## src/sv/psrl_pkg.sv

```systemverilog
// ---------------------------------------------------------------------------
// psrl_pkg: shared types and constants for the per-source rate limiter
// Verdict codes, register indexes, table size and the request, carry and
// commit structures passed along the row of source cells.
// ---------------------------------------------------------------------------
`default_nettype none

package psrl_pkg;

    // Table size (number of source cells)
    localparam int PEER_SLOTS = 20;

    // Field widths
    localparam int ADDR_W    = 48;
    localparam int TIME_W    = 32;
    localparam int BYTE_W    = 8;
    localparam int COUNT_W   = 8;
    localparam int WINDOW_W  = 16;
    localparam int VERDICT_W = 3;
    localparam int SLOT_W    = 5;

    // Stream and configuration widths
    localparam int S_DATA_W  = 96;
    localparam int M_DATA_W  = 16;
    localparam int CFG_IDX_W = 1;
    localparam int CFG_DAT_W = 16;

    // Reset values of the registers
    localparam logic [COUNT_W-1:0]  RATE_LIMIT_RST = 8'd10;
    localparam logic [WINDOW_W-1:0] WINDOW_MS_RST  = 16'd1000;

    // Payload action
    localparam logic [BYTE_W-1:0] CMD_FLASH = 8'd1;
    localparam logic [BYTE_W-1:0] FLASH_LEN = 8'd2;
    localparam logic [COUNT_W-1:0] COUNT_MAX = 8'd255;

    // Register indexes
    typedef enum logic [CFG_IDX_W-1:0] {
        CFG_RATE_LIMIT = 1'b0,
        CFG_WINDOW_MS  = 1'b1
    } cfg_index_t;

    // Verdict codes
    typedef enum logic [VERDICT_W-1:0] {
        V_ACCEPT    = 3'd0,
        V_NEW       = 3'd1,
        V_BLOCKED   = 3'd2,
        V_NEW_BLOCK = 3'd3,
        V_FULL      = 3'd4
    } verdict_t;

    // Request held while the row evaluates it, plus the live settings
    typedef struct packed {
        logic [ADDR_W-1:0]   addr;
        logic [TIME_W-1:0]   now;
        logic [BYTE_W-1:0]   cmd;
        logic [BYTE_W-1:0]   len;
        logic [COUNT_W-1:0]  rate_limit;
        logic [WINDOW_W-1:0] window_ms;
    } req_t;

    // Handed from cell to cell along the row
    typedef struct packed {
        logic              hit;
        verdict_t          verdict;
        logic [SLOT_W-1:0] slot;
        logic              pulse;
        logic              free_seen;
        logic [SLOT_W-1:0] spare_slot;
    } carry_t;

    // Broadcast back to every cell at the end of evaluation
    typedef struct packed {
        logic fire;   // request completes this cycle
        logic alloc;  // no cell matched: lowest free cell takes the source
    } commit_t;

endpackage

`default_nettype wire

```

## src/sv/psrl_cell.sv

```systemverilog
// ---------------------------------------------------------------------------
// psrl_cell: one source entry of the rate limiter row
// Holds address, count, window start and marks for one source; compares the
// request against its entry and passes match and free-slot results onwards.
// ---------------------------------------------------------------------------
`default_nettype none

module psrl_cell
    import psrl_pkg::*;
(
    input  wire logic              aclk,
    input  wire logic              aresetn,
    input  wire logic [SLOT_W-1:0] cell_slot,
    input  wire req_t              req,
    input  wire commit_t           commit,
    input  wire carry_t            carry_in,
    output carry_t                 carry_out,
    output logic                   match
);

    logic                valid_reg,   valid_next;
    logic                blocked_reg, blocked_next;
    logic [ADDR_W-1:0]   addr_reg,    addr_next;
    logic [COUNT_W-1:0]  count_reg,   count_next;
    logic [TIME_W-1:0]   start_reg,   start_next;

    logic [TIME_W-1:0]   elapsed;
    logic                restart;
    logic [COUNT_W-1:0]  base_count;
    logic [COUNT_W-1:0]  inc_count;
    logic                new_block;
    logic                take_free;
    verdict_t            local_verdict;
    logic                local_pulse;

    // Match and window arithmetic
    always_comb begin
        match      = valid_reg && (addr_reg == req.addr);
        elapsed    = req.now - start_reg;
        restart    = elapsed > {{(TIME_W-WINDOW_W){1'b0}}, req.window_ms};
        base_count = restart ? '0 : count_reg;
        inc_count  = (base_count == COUNT_MAX) ? COUNT_MAX : base_count + 8'd1;
        new_block  = inc_count > req.rate_limit;
        take_free  = !carry_in.free_seen && !valid_reg;
    end

    // Verdict for a request that matches this entry
    always_comb begin
        local_pulse = 1'b0;
        if (blocked_reg) begin
            local_verdict = V_BLOCKED;
        end else if (new_block) begin
            local_verdict = V_NEW_BLOCK;
        end else begin
            local_verdict = V_ACCEPT;
            local_pulse   = (req.len == FLASH_LEN) && (req.cmd == CMD_FLASH);
        end
    end

    // Pass results to the neighbour
    always_comb begin
        carry_out = carry_in;
        if (match) begin
            carry_out.hit     = 1'b1;
            carry_out.verdict = local_verdict;
            carry_out.slot    = cell_slot;
            carry_out.pulse   = local_pulse;
        end
        if (take_free) begin
            carry_out.free_seen  = 1'b1;
            carry_out.spare_slot = cell_slot;
        end
    end

    // Entry update
    always_comb begin
        valid_next   = valid_reg;
        blocked_next = blocked_reg;
        addr_next    = addr_reg;
        count_next   = count_reg;
        start_next   = start_reg;
        if (commit.fire && match && !blocked_reg) begin
            count_next   = inc_count;
            start_next   = restart ? req.now : start_reg;
            blocked_next = new_block;
        end else if (commit.fire && commit.alloc && take_free) begin
            valid_next   = 1'b1;
            blocked_next = 1'b0;
            addr_next    = req.addr;
            count_next   = 8'd1;
            start_next   = req.now;
        end
    end

    always_ff @(posedge aclk) begin
        if (!aresetn) begin
            valid_reg   <= 1'b0;
            blocked_reg <= 1'b0;
        end else begin
            valid_reg   <= valid_next;
            blocked_reg <= blocked_next;
        end
        addr_reg  <= addr_next;
        count_reg <= count_next;
        start_reg <= start_next;
    end

endmodule

`default_nettype wire

```

## src/sv/per_source_rate_limiter_unit.sv

```systemverilog
// ---------------------------------------------------------------------------
// per_source_rate_limiter_unit: per-source fixed-window frame rate limiter
// Frames are checked against a row of source cells; each frame of nonzero length gives one verdict.
// ---------------------------------------------------------------------------
//  channel  | dir | handshake            | payload
//  s_       | in  | s_tvalid / s_tready  | s_tdata: addr, now_ms, cmd, len
//  m_       | out | m_tvalid / m_tready  | m_tdata: verdict, slot, flash_pulse
//  cfg_     | in  | cfg_valid / cfg_ready| cfg_index, cfg_data
//
//  A frame is accepted in IDLE; in EVAL the cell row matches, updates and
//  finds the lowest free entry, and the verdict is registered.
//  A frame of length zero gives no verdict and never waits on the output;
//  other frames wait in EVAL while the output register holds an untaken verdict.
//  Synchronous active-low reset clears all entries at once; no sweep.
//  cfg_ready is always high.
// ---------------------------------------------------------------------------
`default_nettype none

module per_source_rate_limiter_unit
    import psrl_pkg::*;
(
    input  wire logic                 aclk,
    input  wire logic                 aresetn,
    // [47:0] source_addr, [79:48] now_ms, [87:80] cmd_byte, [95:88] frame_len
    input  wire logic [S_DATA_W-1:0]  s_tdata,
    input  wire logic                 s_tvalid,
    output logic                      s_tready,
    // [2:0] verdict, [7:3] slot, [8] flash_pulse, [15:9] zero
    output logic [M_DATA_W-1:0]       m_tdata,
    output logic                      m_tvalid,
    input  wire logic                 m_tready,
    input  wire logic                 cfg_valid,
    output logic                      cfg_ready,
    input  wire logic [CFG_IDX_W-1:0] cfg_index,
    input  wire logic [CFG_DAT_W-1:0] cfg_data
);

    typedef enum logic {
        IDLE,
        EVAL
    } state_t;

    state_t               state_reg;
    logic [COUNT_W-1:0]   rate_limit_reg;
    logic [WINDOW_W-1:0]  window_ms_reg;
    logic [ADDR_W-1:0]    addr_reg;
    logic [TIME_W-1:0]    now_reg;
    logic [BYTE_W-1:0]    cmd_reg;
    logic [BYTE_W-1:0]    len_reg;
    logic                 out_valid_reg;
    logic [M_DATA_W-1:0]  out_data_reg;

    req_t                 req;
    commit_t              commit;
    carry_t               chain [PEER_SLOTS+1];
    logic [PEER_SLOTS-1:0] match_vec;
    logic                 out_free;
    logic                 s_fire;
    carry_t               row_end;
    verdict_t             res_verdict;
    logic [SLOT_W-1:0]    res_slot;
    logic                 res_pulse;

    // Handshakes
    assign s_tready  = (state_reg == IDLE);
    assign s_fire    = s_tvalid && s_tready;
    assign cfg_ready = 1'b1;
    assign m_tvalid  = out_valid_reg;
    assign m_tdata   = out_data_reg;
    assign out_free  = !out_valid_reg || m_tready;

    // Request broadcast to the row
    always_comb begin
        req.addr       = addr_reg;
        req.now        = now_reg;
        req.cmd        = cmd_reg;
        req.len        = len_reg;
        req.rate_limit = rate_limit_reg;
        req.window_ms  = window_ms_reg;
    end

    assign row_end = chain[PEER_SLOTS];
    assign commit  = '{fire:  (state_reg == EVAL) && out_free && (len_reg != '0),
                       alloc: !row_end.hit};

    // Row of source cells
    assign chain[0] = '0;
    for (genvar k = 0; k < PEER_SLOTS; k++) begin : g_cell
        psrl_cell u_cell (
            .aclk      (aclk),
            .aresetn   (aresetn),
            .cell_slot (SLOT_W'(k)),
            .req       (req),
            .commit    (commit),
            .carry_in  (chain[k]),
            .carry_out (chain[k+1]),
            .match     (match_vec[k])
        );
    end

    // Final verdict from the end of the row
    always_comb begin
        res_pulse = 1'b0;
        if (row_end.hit) begin
            res_verdict = row_end.verdict;
            res_slot    = row_end.slot;
            res_pulse   = row_end.pulse;
        end else if (row_end.free_seen) begin
            res_verdict = V_NEW;
            res_slot    = row_end.spare_slot;
        end else begin
            res_verdict = V_FULL;
            res_slot    = '0;
        end
    end

    // Control, request capture, output register and settings
    always_ff @(posedge aclk) begin
        if (!aresetn) begin
            state_reg      <= IDLE;
            out_valid_reg  <= 1'b0;
            rate_limit_reg <= RATE_LIMIT_RST;
            window_ms_reg  <= WINDOW_MS_RST;
        end else begin
            // output register: load on completion, clear once taken
            if (commit.fire) begin
                out_valid_reg <= 1'b1;
            end else if (m_tready) begin
                out_valid_reg <= 1'b0;
            end
            unique case (state_reg)
                IDLE: begin
                    if (s_fire) begin
                        state_reg <= EVAL;
                    end
                end
                EVAL: begin
                    if (len_reg == '0) begin
                        state_reg <= IDLE;
                    end else if (out_free) begin
                        state_reg <= IDLE;
                    end
                end
                default: state_reg <= IDLE;
            endcase
            if (cfg_valid) begin
                unique case (cfg_index)
                    CFG_RATE_LIMIT: rate_limit_reg <= cfg_data[COUNT_W-1:0];
                    CFG_WINDOW_MS:  window_ms_reg  <= cfg_data[WINDOW_W-1:0];
                    default: ;
                endcase
            end
        end
        if (s_fire) begin
            addr_reg <= s_tdata[47:0];
            now_reg  <= s_tdata[79:48];
            cmd_reg  <= s_tdata[87:80];
            len_reg  <= s_tdata[95:88];
        end
        if (commit.fire) begin
            out_data_reg <= {7'd0, res_pulse, res_slot, res_verdict};
        end
    end

    // Checks
    a_one_match: assert property (@(posedge aclk) disable iff (!aresetn)
        (state_reg == EVAL) |-> $onehot0(match_vec))
        else $error("more than one cell matches the source address");

    a_busy_after_accept: assert property (@(posedge aclk) disable iff (!aresetn)
        s_fire |=> !s_tready)
        else $error("request accepted while the previous one is still evaluated");

    a_result_from_eval: assert property (@(posedge aclk) disable iff (!aresetn)
        (m_tvalid && !$past(m_tvalid)) |-> $past(state_reg == EVAL))
        else $error("verdict appeared without an evaluation cycle");

    a_pulse_only_accept: assert property (@(posedge aclk) disable iff (!aresetn)
        (m_tvalid && m_tdata[8]) |-> (m_tdata[2:0] == V_ACCEPT))
        else $error("flash pulse on a frame that was not accepted");

endmodule

`default_nettype wire

```

## config.mk

```make
export PLATFORM = sky130hd
export DESIGN_NAME = per_source_rate_limiter_unit
export DESIGN_NICKNAME = d
export VERILOG_FILES = /design/src/sv/psrl_pkg.sv /design/src/sv/psrl_cell.sv /design/src/sv/per_source_rate_limiter_unit.sv
export SDC_FILE = /design/constraint.sdc
export NUM_CORES = 2
export LEC_CHECK = 0
export ABC_AREA = 1
export BUFFER_PORTS_ARGS = -buffer_cell sky130_fd_sc_hd__buf_2
export CORE_MARGIN = 2
export CORE_UTILIZATION = 40
export DETAILED_ROUTE_END_ITERATION = 12
export PLACE_DENSITY_LB_ADDON = 0.12
export SETUP_SLACK_MARGIN = 0.2
export SYNTH_ARGS = -nofsm -noshare
export SYNTH_HDL_FRONTEND = slang
export SYNTH_SLANG_ARGS = --single-unit
```

## constraint.sdc

```tcl
create_clock -name aclk -period 15.5 [get_ports aclk]
set_clock_uncertainty 0.2 [all_clocks]
set_input_delay 1.55 -clock aclk [delete_from_list [all_inputs] [get_ports aclk]]
set_output_delay 1.55 -clock aclk [all_outputs]
set_load 0.02 [all_outputs]
```

==> run_results.csv <==
group,metric,value,unit
power,p_leak,57.7,nW
detailed_routing,drtIter0Drc,9060,
setup_path,worstSetupEndpointType,"flop",
logic_synthesis,netlist_top_cells_count,"nand2_1, edfxtp_1, inv_1",
timing,period_share,63.7,%
grt,grt.total_usage,27.1,%
timing,fin_crit,9880,ps
logic_synthesis,ys.flop_type,"edfxtp_1",
logic_synthesis,yosysMostFrequentCell,"nand2_1",
detailed_routing,drtAntennaViolNets,0,
clock_tree,worstSkewPairLatency,950,ps
clock_tree,cts_resized,0,
timing,maxSlewViolCount,0,
grt,grt_overflow_total,0,
clock_tree,htree_levels,4,
setup_path,path_class,"flop to flop",
layout,fin_util,44.8,%
setup_path,cp_slowest_cell,"a211oi_1",
logic_synthesis,synth_top_area_cell,"edfxtp_1",
logic_synthesis,synth_top_area_share,45.2,%
placement,hpwl,298,mm
job,drv_cap,0,
setup_path,startpoint,"now_reg[2]",
layout,largest_reg_flops,960,
layout,final_area,0.138,mm2
detailed_routing,via_per_inst,5.54,
logic_synthesis,ys_seq_area_share,46.3,%
die,initial_core_util,40.2,%
power,powerDensity,94.6,mW/mm2
timing,fmax,0.101,GHz
setup_path,crit_path_max_fanout,35,
grt,antenna_found_initial,31,
logic_synthesis,post_synth_mux_area_share,0,%
logic_synthesis,ys_async_sr_fraction,0,%
setup_path,r2r-start,"now_reg[2]",
die,boundaryPins,137,
placement,io_buffers,128,
clock_tree,cts_max_path_buffers,4,
layout,drive_above_1_share,9.03,%
detailed_routing,wl,437,mm
setup_path,r2r_cells,50,
grt,grt_max_degree,55,
die,rows,204,
logic_synthesis,synth_top_family_by_area,"simple AND/OR/NAND/NOR gates",
timing,rsz0062_at_grt,"no",
clock_tree,cts_setup_buffers,0,
logic_synthesis,synth_compound_area_share,13.0,%
setup_path,cp.required,15970,ps
clock_tree,cts_tree,"yes",
grt,grt_pass1_vias,98600,
setup_path,critPathMaxStageDelay,870,ps
logic_synthesis,synthCells,13400,
detailed_routing,drc,0,
clock_tree,hold_buffers,0,
placement,placed_cell_area,0.131,mm2
logic_synthesis,yosys.area_share.adder,11.6,%
logic_synthesis,syn_area_per_cell,9.26,um2
logic_synthesis,synthesis.area,0.124,mm2
die,coreArea,0.309,mm2
logic_synthesis,yosysWarnings,0,
clock_tree,clk_pin_slew_worst_paths,60,ps
setup_path,path_common_cell,"nand2_1",
timing,slew_headroom,17.9,%
die,die_y,561,um
clock_tree,cts_sinks,1931,
clock_tree,cts_root_buf,"clkbuf_16",
logic_synthesis,synth_area_leaders,"edfxtp_1, ha_1, nand2_1",
clock_tree,cts_buffers,232,
detailed_routing,firstDrtPassIters,8,
die,die_area,0.314,mm2
logic_synthesis,ys_types,99,
timing,finalSetupViolCount,0,
hold_path,hold_path_class,"flop to flop",
placement,place_congestion,0.930,
logic_synthesis,yosys.area_share.xor_xnor,5.25,%
detailed_routing,vias,100000,
outcome,status,"finished, final reports clean",
setup_path,cp-start-kind,"flop",
timing,tightest_slew,1230,ps
timing,hold_viol,0,
logic_synthesis,synth_edf_count,1865,
timing,setup_tns,0,ps
logic_synthesis,ys_ff_latch,1931,
layout,finalNetCount,15100,
setup_path,crit_arrival,10350,ps
detailed_routing,wl_per_cell,24.1,um
logic_synthesis,yosys.area_share.simple,17.3,%
power,max-vdd-ir-drop,0.0932,mV
layout,syn_to_final_growth,11.5,%
setup_path,timing.rr.end,"m_tdata[0]",
setup_path,regToRegSetupSlack,5620,ps
setup_path,crit_path_end,"m_tdata[0]",
die,die_w,561,um
grt,grt_pass1_wl,639,mm
## cell type report
cell class	count	area (um2)
multi-input cells	9419	58700
clock buffers	281	6130
repair buffers	381	2690
well taps	4120	5150
flip-flops and latches	1931	57300
fillers	29700	170000
diodes	8	20.0
inverters	1850	6950
clock inverters	141	1220
## cells by family after synthesis
kind of cell | count (synthesis)
buf+inv | 2044
compound gates | 2725
flops | 1931
other cells | 2
simple gates | 4808
fa+ha+maj | 1140
xor+xnor | 738
## per-layer routing
metal / routed length [um] / global-route usage, % / vias to the layer above / part of all wire, %
met5: 20 / 0 / - / 0.0046
met4: 22300 / 12.0 / 4 / 5.1
met3: 25100 / 3.06 / 910 / 5.7
met2: 207000 / 46.5 / 3285 / 47
met1: 182000 / 34.4 / 48700 / 42
li1: - / - / 47500 / -
## report_power, final
group          total, mW  internal [mW]  switching, mW
registers           5.78           5.76         0.0249
clock network       5.40           3.08           2.32
logic               1.89          0.588           1.30
## per-stage QoR
step / power (mW) / worst slack (ps) / hold WS [ps] / cells
after global routing: 13.5 / 4990 / 256 / 18100
final: 13.1 / 5620 / 242 / 18100
after CTS: 13.2 / 5960 / 243 / 18100
after detailed placement: 7.76 / 5960 / 234 / 17700
after floorplan: 7.08 / 7290 / 236 / 13400
after global placement: 7.74 / 6050 / 229 / 17700
## worst max-delay path: cells and delay by family (launching register included)
family	cells	cell delay, ps
XOR/XNOR	1	150
buffers and inverters	5	1060
AO/OA/AOI/OAI	14	3190
flip-flops	1	550
AND/OR/NAND/NOR	26	3290
adder cells (fa/ha/maj)	4	1150
## how the worst min path moves through the flow
stage / start / slack (ps) / cells past startpoint / to
2_1_floorplan: g_cell[10].u_cell.blocked_reg / 240 / 2 / g_cell[10].u_cell.blocked_reg
3_3_place_gp: window_ms_reg[1] / 230 / 2 / window_ms_reg[1]
3_5_place_dp: window_ms_reg[1] / 230 / 2 / window_ms_reg[1]
4_1_cts: window_ms_reg[1] / 240 / 2 / window_ms_reg[1]
5_1_grt: window_ms_reg[1] / 260 / 2 / window_ms_reg[1]
6_report: window_ms_reg[1] / 240 / 2 / window_ms_reg[1]
## placed cells by master (no fill, tap or decap), types with 52 or more instances in the layout
cell / count
xor2_1: 428
dfxtp_1: 65
o21ai_0: 718
buf_4: 241
nor4_1: 134
edfxtp_1: 1865
a22o_1: 70
inv_1: 1743
clkbuf_16: 237
a21oi_2: 63
ha_1: 1120
or2_2: 64
o22ai_1: 160
nand4_1: 249
nor2_2: 52
nand2_1: 2492
nand3_1: 433
o21ai_1: 68
a21o_1: 66
a221oi_1: 74
a21oi_1: 1102
nor3_1: 160
o211ai_1: 59
clkinv_1: 63
buf_2: 128
inv_2: 90
nor2_1: 961
xnor2_1: 306
No activity file was read; power rests on OpenSTA's default activity.
